==> src/rtl/deq_pkg.sv <==
// Shared constants, opcodes and status codes of the double-ended queue unit.
`timescale 1ns / 1ps

package deq_pkg;

   localparam int DEPTH = 16;
   localparam int DATA_W = 32;
   localparam int ADDR_W = $clog2(DEPTH);
   localparam int CNT_W = $clog2(DEPTH + 1);
   localparam int OP_W = 3;
   localparam int STATUS_W = 2;

   localparam logic [OP_W-1:0] OP_PUSH_FRONT = 3'd0;
   localparam logic [OP_W-1:0] OP_PUSH_BACK  = 3'd1;
   localparam logic [OP_W-1:0] OP_POP_FRONT  = 3'd2;
   localparam logic [OP_W-1:0] OP_POP_BACK   = 3'd3;
   localparam logic [OP_W-1:0] OP_PEEK_FRONT = 3'd4;
   localparam logic [OP_W-1:0] OP_PEEK_BACK  = 3'd5;

   localparam logic [STATUS_W-1:0] STATUS_OK        = 2'd0;
   localparam logic [STATUS_W-1:0] STATUS_OVERFLOW  = 2'd1;
   localparam logic [STATUS_W-1:0] STATUS_UNDERFLOW = 2'd2;

   typedef logic [ADDR_W-1:0] addr_type;
   typedef logic [CNT_W-1:0] count_type;

endpackage

==> src/rtl/double_ended_queue_unit.sv <==
// Double-ended queue unit: ring buffer in a synchronous memory with head, tail and count.
// Pushes, failed requests and unused opcodes respond in the cycle after acceptance.
// Pops and peeks give it via the memory output register, then the response registers.
// One push per cycle unless responses stall; a pop or peek holds off the next request.
// Synchronous active-high reset empties the deque; memory contents are not cleared.
`timescale 1ns / 1ps

module double_ended_queue_unit (
   input  logic                             clock,
   input  logic                             reset,
   input  logic                             req_valid,
   output logic                             req_stall,
   input  logic [deq_pkg::OP_W-1:0]         req_opcode,
   input  logic [31:0]                      req_value,
   output logic                             rsp_valid,
   input  logic                             rsp_stall,
   output logic [deq_pkg::STATUS_W-1:0]     rsp_status,
   output logic [31:0]                      rsp_read_value,
   output logic [deq_pkg::CNT_W-1:0]        rsp_count
);

   localparam logic ST_IDLE = 1'b0;
   localparam logic ST_READ = 1'b1;

   logic                          state_ff, state_in;
   deq_pkg::addr_type             head_ff, head_in;
   deq_pkg::addr_type             tail_ff, tail_in;
   deq_pkg::count_type            count_ff, count_in;
   logic                          rsp_valid_ff, rsp_valid_in;
   logic [deq_pkg::STATUS_W-1:0]  rsp_status_ff, rsp_status_in;
   logic [deq_pkg::DATA_W-1:0]    rsp_data_ff, rsp_data_in;
   deq_pkg::count_type            rsp_count_ff, rsp_count_in;

   logic [deq_pkg::DATA_W-1:0]    store_mem [deq_pkg::DEPTH];
   logic [deq_pkg::DATA_W-1:0]    mem_q_ff;

   logic                          accept;
   logic                          full;
   logic                          empty;
   deq_pkg::addr_type             head_prev, head_next, tail_prev, tail_next;
   logic                          mem_we, mem_re;
   deq_pkg::addr_type             mem_waddr, mem_raddr;

   assign req_stall = (state_ff == ST_READ) || (rsp_valid_ff && rsp_stall);
   assign accept = req_valid && !req_stall;
   assign full = (count_ff == deq_pkg::CNT_W'(deq_pkg::DEPTH));
   assign empty = (count_ff == '0);

   assign head_prev = (head_ff == '0) ? deq_pkg::ADDR_W'(deq_pkg::DEPTH - 1) : head_ff - 1'b1;
   assign head_next = (head_ff == deq_pkg::ADDR_W'(deq_pkg::DEPTH - 1)) ? '0 : head_ff + 1'b1;
   assign tail_prev = (tail_ff == '0) ? deq_pkg::ADDR_W'(deq_pkg::DEPTH - 1) : tail_ff - 1'b1;
   assign tail_next = (tail_ff == deq_pkg::ADDR_W'(deq_pkg::DEPTH - 1)) ? '0 : tail_ff + 1'b1;

   always_comb begin
      state_in = state_ff;
      head_in = head_ff;
      tail_in = tail_ff;
      count_in = count_ff;
      mem_we = 1'b0;
      mem_re = 1'b0;
      mem_waddr = tail_ff;
      mem_raddr = head_ff;
      rsp_valid_in = rsp_valid_ff && rsp_stall;
      rsp_status_in = rsp_status_ff;
      rsp_data_in = rsp_data_ff;
      rsp_count_in = rsp_count_ff;

      unique case (state_ff)
         ST_READ: begin
            state_in = ST_IDLE;
            rsp_valid_in = 1'b1;
            rsp_status_in = deq_pkg::STATUS_OK;
            rsp_data_in = mem_q_ff;
            rsp_count_in = count_ff;
         end
         ST_IDLE: begin
            if (accept) begin
               rsp_valid_in = 1'b1;
               rsp_status_in = deq_pkg::STATUS_OK;
               rsp_data_in = '0;
               rsp_count_in = count_ff;
               unique case (req_opcode)
                  deq_pkg::OP_PUSH_FRONT, deq_pkg::OP_PUSH_BACK: begin
                     if (full) begin
                        rsp_status_in = deq_pkg::STATUS_OVERFLOW;
                     end else begin
                        mem_we = 1'b1;
                        count_in = count_ff + 1'b1;
                        rsp_count_in = count_ff + 1'b1;
                        if (req_opcode == deq_pkg::OP_PUSH_FRONT) begin
                           mem_waddr = head_prev;
                           head_in = head_prev;
                        end else begin
                           mem_waddr = tail_ff;
                           tail_in = tail_next;
                        end
                     end
                  end
                  deq_pkg::OP_POP_FRONT, deq_pkg::OP_POP_BACK,
                  deq_pkg::OP_PEEK_FRONT, deq_pkg::OP_PEEK_BACK: begin
                     if (empty) begin
                        rsp_status_in = deq_pkg::STATUS_UNDERFLOW;
                     end else begin
                        mem_re = 1'b1;
                        rsp_valid_in = 1'b0;
                        state_in = ST_READ;
                        if (req_opcode == deq_pkg::OP_POP_FRONT ||
                            req_opcode == deq_pkg::OP_PEEK_FRONT) begin
                           mem_raddr = head_ff;
                        end else begin
                           mem_raddr = tail_prev;
                        end
                        if (req_opcode == deq_pkg::OP_POP_FRONT) begin
                           head_in = head_next;
                           count_in = count_ff - 1'b1;
                        end else if (req_opcode == deq_pkg::OP_POP_BACK) begin
                           tail_in = tail_prev;
                           count_in = count_ff - 1'b1;
                        end
                     end
                  end
                  default: begin
                  end
               endcase
            end
         end
         default: begin
            state_in = ST_IDLE;
         end
      endcase
   end

   always_ff @(posedge clock) begin
      if (mem_we) begin
         store_mem[mem_waddr] <= req_value[deq_pkg::DATA_W-1:0];
      end
      if (mem_re) begin
         mem_q_ff <= store_mem[mem_raddr];
      end
   end

   always_ff @(posedge clock) begin
      if (reset) begin
         state_ff <= ST_IDLE;
         head_ff <= '0;
         tail_ff <= '0;
         count_ff <= '0;
         rsp_valid_ff <= 1'b0;
      end else begin
         state_ff <= state_in;
         head_ff <= head_in;
         tail_ff <= tail_in;
         count_ff <= count_in;
         rsp_valid_ff <= rsp_valid_in;
      end
   end

   always_ff @(posedge clock) begin
      rsp_status_ff <= rsp_status_in;
      rsp_data_ff <= rsp_data_in;
      rsp_count_ff <= rsp_count_in;
   end

   assign rsp_valid = rsp_valid_ff;
   assign rsp_status = rsp_status_ff;
   assign rsp_read_value = 32'(rsp_data_ff);
   assign rsp_count = rsp_count_ff;

endmodule

==> config.mk <==
export PLATFORM = sky130hd
export DESIGN_NAME = double_ended_queue_unit
export DESIGN_NICKNAME = d
export VERILOG_FILES = /design/src/rtl/deq_pkg.sv /design/src/rtl/double_ended_queue_unit.sv
export SDC_FILE = /design/constraint.sdc
export NUM_CORES = 1
export LEC_CHECK = 0
export BUFFER_PORTS_ARGS = -buffer_cell sky130_fd_sc_hd__buf_2
export CORE_MARGIN = 2
export CORE_UTILIZATION = 49
export DETAILED_ROUTE_END_ITERATION = 8
export HOLD_SLACK_MARGIN = 0.1
export PLACE_DENSITY = 0.7
export SLEW_MARGIN = 5
export SYNTH_ARGS = -nofsm -noshare
export SYNTH_HDL_FRONTEND = slang
export SYNTH_SLANG_ARGS = --single-unit
==> constraint.sdc <==
create_clock -name clock -period 6.25 [get_ports clock]
set_input_delay 1.875 -clock clock [delete_from_list [all_inputs] [get_ports clock]]
set_output_delay 1.875 -clock clock [all_outputs]
set_load 0.1 [all_outputs]
Word-level counts from Yosys, hierarchy flattened
Memories as Yosys holds them, arrays and structs flattened. A register that Yosys moved wholly into a read port is not among the register bits.
Index checks and enable logic that the tools add are counted.
Storage, ports and cells
  flip-flop bits (word level): 54
  memory bits (writable): 512
  bits of input ports: 39
  output and inout bits: 41
  word-level logic and storage cells: 103
  memories kept: 1
Cells by class
  add/sub/neg operators: 6
  equal/unequal tests: 17
  muxes and demuxes: 55
  bitwise gates (word level): 1
  reduce and logical (&&, ||, !) cells: 15
Memories
  store_mem: depth 16, width 32, read ports 1, clocked after memory_dff 1, wr ports 1, line double_ended_queue_unit.sv:34  | logic [deq_pkg::DATA_W-1:0] store_mem [deq_pkg::DEPTH];
Operators by type and width (count)
  4-bit 2-to-1 mux: 23
  32-bit case mux with 2 select lines: 1
  32-bit 2-to-1 mux: 1
  5-bit 2-to-1 mux: 6
  5-bit case mux with 2 select lines: 2
  2-bit inequality test, second input constant: 8
  4-bit case mux with 2 select lines: 2
  1-bit 2-to-1 mux: 14
  4-bit by 1-bit adder with 4-bit output, second input constant: 2
  4-bit equality test, second input constant: 2
  4-bit zero test: 2
  2-bit case mux with 2 select lines: 2
  8-bit AND reduction: 1
  4-bit by 1-bit subtractor with 4-bit output, second input constant: 2
  7-bit AND reduction: 1
  3-bit by 2-bit equality test with 1-bit output, second input constant: 2
  3-bit equality test, second input constant: 2
  5-bit by 1-bit adder with 5-bit output, second input constant: 1
  5-bit equality test, second input constant: 1
  5-bit zero test: 1
  5-bit AND reduction: 1
  5-bit by 1-bit subtractor with 5-bit output, second input constant: 1
  2-bit 2-to-1 mux: 2
  1-bit case mux with 2 select lines: 2
  10 further kinds: 12

Longest topological paths before layout
  word-level depth: 8
  depth in mapped cells: 14
  depth with buffers taken out: 10

Least setup slack after synthesis
Ideal clock, no wire load.
  kind: input-to-reg
  start: input rsp_stall
  end: memory store_mem[8][0] (netlist bit), enable pin
  setup time: 421 ps
  data arrival time: 5481 ps
  data required time: 5829 ps
  setup slack: 348 ps
  stages: 7
  buffers on the path: 0
  cells stage by stage: a21oi_1 inv_1 nor2_1 nand4_1 mux2i_1 or3b_2 nor2_1
Between the ends
  cells in the longest elaborated chain, start to end: 8
  elaborated cells on any way between the ends: 10
  those cells by class: 6 x mux; 4 x reduce/logical
Ends and longest elaborated chain
  start: declaration: line double_ended_queue_unit.sv:16  | input logic rsp_stall,
  1-bit logical AND *: line double_ended_queue_unit.sv:44  | assign req_stall = (state_ff == ST_READ) || (rsp_valid_ff && rsp_stall);
  1-bit logical OR *: line double_ended_queue_unit.sv:44
  named net req_stall: line double_ended_queue_unit.sv:12  | output logic req_stall,
  1-bit zero test *: line double_ended_queue_unit.sv:45  | assign accept = req_valid && !req_stall;
  1-bit logical AND *: line double_ended_queue_unit.sv:45
  1-bit 2-to-1 mux: line double_ended_queue_unit.sv:77  | if (accept) begin
  1-bit 2-to-1 mux: line double_ended_queue_unit.sv:68  | unique case (state_ff)
  1-bit 2-to-1 mux: line double_ended_queue_unit.sv:134  | if (mem_we) begin
  1-bit 2-to-1 mux (not written as such): line double_ended_queue_unit.sv:135  | store_mem[mem_waddr] <= req_value[deq_pkg::DATA_W-1:0];
  end: declaration: line double_ended_queue_unit.sv:34
The timed path passes the listed nets; every way through them passes the cells marked *.

Worst setup path after layout
  start: input req_opcode[1] (netlist bit)
  end: register mem_q_ff[28] (netlist bit) (read register of store_mem), data pin
Between the ends
  elaborated cells on any way between the ends: 14
  those cells by class: 4 x eq/ne; 8 x mux; 2 x reduce/logical
RTL lines
  start: declaration: line double_ended_queue_unit.sv:13  | input logic [deq_pkg::OP_W-1:0] req_opcode,
  3-bit by 2-bit equality test with 1-bit output / 3-bit equality test (equally long branches): line double_ended_queue_unit.sv:82  | unique case (req_opcode)
  4-bit OR reduction *: line double_ended_queue_unit.sv:82
  1-bit 2-to-1 mux *: line double_ended_queue_unit.sv:82
  1-bit 2-to-1 mux *: line double_ended_queue_unit.sv:77
  1-bit 2-to-1 mux *: line double_ended_queue_unit.sv:68
  named net mem_re: line double_ended_queue_unit.sv:41  | logic mem_we, mem_re;
  end: declaration: line double_ended_queue_unit.sv:35  | logic [deq_pkg::DATA_W-1:0] mem_q_ff;
Marked as above.
A chain may end at the register's enable or synchronous reset.

==> summary.txt <==
Run status
  – Status: finished, final reports clean

GRT
  – First-pass GRT wire length: roughly 85000 um
  – Largest net degree at the start of global routing: between 90 and 100
  – GRT Residual Overflow: 0
  – Initial antenna violation count: 2
  – Total GRT Usage: 22.4%
  – Vias in the first global route: between 10000 and 15000

Clocking
  – Cts bufs inserted: 55
  – Clk_lat worst skew: 0.62 ns
  – H-tree levels: 2
  – Root buf cell: clkbuf_16
  – Hold bufs inserted after CTS: 0
  – Post-CTS Setup Inserts: 0
  – CTS tree: built
  – Worst-path clk slew: roughly 0.060 ns
  – Clk sink count: between 500 and 600
  – CTS max path bufs: 3
  – CTS resizes: 0

Power
  – Clock share of power: 37.3%
  – Leak: about 0.0092 uW
  – Pwr Total: ~8700 uW
  – Flop pwr share: between 50% and 60%
  – Int Power: 6520 uW
  – Sw frac: 24.6%
  – Power per cell area: 320 nW/um^2
  – NetSw: 2130 uW
  – Max IR drop VDD: 0.000267 V
  – Combinational power share: 10.6%

Timing
  – Final setup margin: 1.33 ns
  – RSZ-0062 raised after global routing: false
  – Final Cycle Share: 78.7%
  – Clock Skew: between 0.015 and 0.02 ns
  – Min Tclk post-route: 4.92 ns
  – WHS: ~0.52 ns
  – Final setup viols: 0
  – TNS Setup: 0 ns
  – Fmax: 203 MHz
  – Least-Margin Pin Slew: about 1.1 ns
  – Relative slew slack: 25.7%
  – Final hold vios: 0
  – Max-slew violation count: 0

Logic synthesis
  – Synth Area in XOR/XNOR: less than 1%
  – Mapped Nets: 1668
  – Synth Warn #: 0
  – Synth area leader: edfxtp_1
  – Complex-gate fraction of the synthesized area: between 10% and 20%
  – Area of the mapped netlist: 24000 um^2
  – Largest family of logic cells by synthesized area: simple AND/OR/NAND/NOR gates
  – Multiplexer share of the synthesized area: 0.360%
  – Asr flop ratio synth: 0%
  – Share of the synthesized area in the top cell type: 73.0%
  – Synth Area in Adders: 0.365%
  – Mapped Cells: ~1600
  – EDFF count, synth: between 500 and 600
  – Predominant post-synthesis flop cell: edfxtp_1
  – Seq cells post-synth: 598
  – Avg Inst Size Synth: 14.8 um^2
  – Register area share after synthesis: 74.2%
  – Synth top area cells: edfxtp_1, a311oi_1, nand2_1
  – Synth Area in Simple Gates: 10.9%
  – Unique masters post-synth: 62

Critical path
  – Setup crit end kind: flip-flop
  – CP Depth: 9
  – WP buf/inv: 3
  – WP data required: about 6.6 ns
  – CP top delay family: simple AND/OR/NAND/NOR gates
  – Crit-path max cell delay: 0.70 ns
  – Slowest-stage cell, CP: nand2_8
  – R2R setup slack: slightly above 2 ns
  – Worst setup startpoint: req_opcode[1]
  – Crit-path max FO: 78
  – Worst r2r src: count_ff[0]
  – CP Data Arrival Time: 5.26 ns
  – R2r worst-path depth: 11
  – Crit-path cells: buf_2 > xor2_4 > nand4_4 > inv_4 > nand3_4 > nand2_8 > buf_12 > a21oi_1 > o311ai_1
  – Critical path class: in2reg
  – Startpoint Class: input port
  – RR Endpoint: mem_q_ff[11]

Floorplanning
  – Die W: 225 um
  – FP Rows: 81
  – Initial core utilization: 49.3%
  – Die area: 50800 um^2
  – Core outline area: 48600 um^2
  – Die Ht: between 200 and 250 um
  – IO Count: 80

Min path
  – Hold path cells: 1
  – HP Class: reg2reg
  – Hold_sp: mem_q_ff[24]
  – Hold endpoint: rsp_read_value[24]

Cells and area
  – Proportion of layout cells with a drive suffix above 1: between 10 and 15%
  – Synthesis-to-finish area growth: 12.8%
  – Most frequent cells in the layout: edfxtp_1, nand2_1, and3_1, a311oi_1, a211oi_1
  – Fillers: between 3000 and 4000
  – FF/Latch Area: 17800 um^2
  – Nets: 1735
  – Area occupied by multi-input gates: 5680 um^2
  – Commonest non-fill, non-tap cell in the layout: edfxtp_1

Drt
  – Final wirelength: 56400 um
  – Routed via count: 14500
  – Drt via density: 6.15
  – 1st-pass router iterations: 5
  – Initial DRC Count: 1501
  – Drt drc: 0
  – DRT antenna net count: 0
  – WL per Instance: 23.9 um

Place
  – Port bufs: a little under 80
  – Final GP Congestion: between 0.8 and 0.9
  – DP Worst Slack: 0.743 ns
  – Dpl hpwl: 30700 um

Job
  – Max-cap violations: 0
[registers in the layout, summed over array words and instances (netlist names)]
signal and cells:
rsp_valid 1, rsp_count 5, state_ff 1, count_ff 5
rsp_status 2, mem_q_ff 32, head_ff 4, tail_ff 4
store_mem 512, rsp_read_value 32
[power by group through the flow]
stage / logic, uW / clock network, uW / registers (uW)
after global placement: 903 / 0 / 4590
after global routing: 988 / 3420 / 4510
after floorplan: 470 / 0 / 4770
after CTS: 921 / 3270 / 4510
final: 920 / 3230 / 4510
after detailed placement: 918 / 0 / 4590
[Yosys cell counts, types with 5 or more instances]
cell      instances
and3_1          119
nor3_1            5
a311oi_1        115
xnor2_1          11
a211oi_2         10
and2_1           35
or4_1            28
dfxtp_1          15
mux2i_1           6
inv_1            11
clkbuf_1         71
a21o_1            9
a21oi_1          28
buf_2            28
a32oi_1           8
buf_4            11
nor2_1           35
buf_6            10
o21ai_0          28
nand4_1           5
a211oi_1        110
edfxtp_1        583
nand2_1         256
ha_1              7
nand3_1          25
[worst reg2reg max path, delay by kind of cell (launching register included)]
family	cells	cell delay, ns
buffers and inverters	3	0.79
flip-flops	1	0.35
AND/OR/NAND/NOR	5	2.16
AO/OA/AOI/OAI	2	0.44
adder cells (fa/ha/maj)	1	0.22
[logic make-up (layout without fill, tap and decap cells)]
logic type | Yosys count | in the layout
other | 0 | 1
flip-flops | 598 | 598
multiplexers | 8 | 8
buffers and inverters | 136 | 247
adder cells (fa/ha/maj) | 7 | 7
AND/OR/NAND/NOR | 527 | 527
XOR/XNOR | 14 | 14
AO/OA/AOI/OAI | 332 | 332
[per-layer routing]
metal  share of wire [%]  vias to the layer above  wire [um]  GRT usage [%]
li1                    -                     6522          -              -
met1                  43                     7262      24200           31.3
met3                 7.3                       86       4090           3.52
met2                  48                      616      26900           36.3
met4                 2.2                        0       1240           7.07
met5                   0                        -          0              0
[cell type report]
class / instances / area share, %
clock inverter: 33 / 1.06
sequential: 598 / 65.8
clock buffer: 68 / 5.26
timing repair buffer: 134 / 3.86
multi-input combinational: 888 / 21.0
inverter: 12 / 0.176
antenna: 1 / 0.00924
tap: 622 / 2.87
[per-stage QoR]
step	util (%)	std cells	instance area [um^2]
2_1_floorplan	-	1622	24000
3_3_place_gp	52.1	2254	25400
3_5_place_dp	52.1	2254	25400
4_1_cts	55.7	2355	27100
5_1_grt	55.7	2356	27100
6_report	55.7	2356	27100
[how the worst max path moves through the flow]
stage	endpoint
after floorplan	store_mem[8][0]
after global placement	mem_q_ff[28]
after detailed placement	mem_q_ff[28]
after CTS	mem_q_ff[28]
after global routing	mem_q_ff[28]
final	mem_q_ff[28]
(Power assumes the default switching activity.)
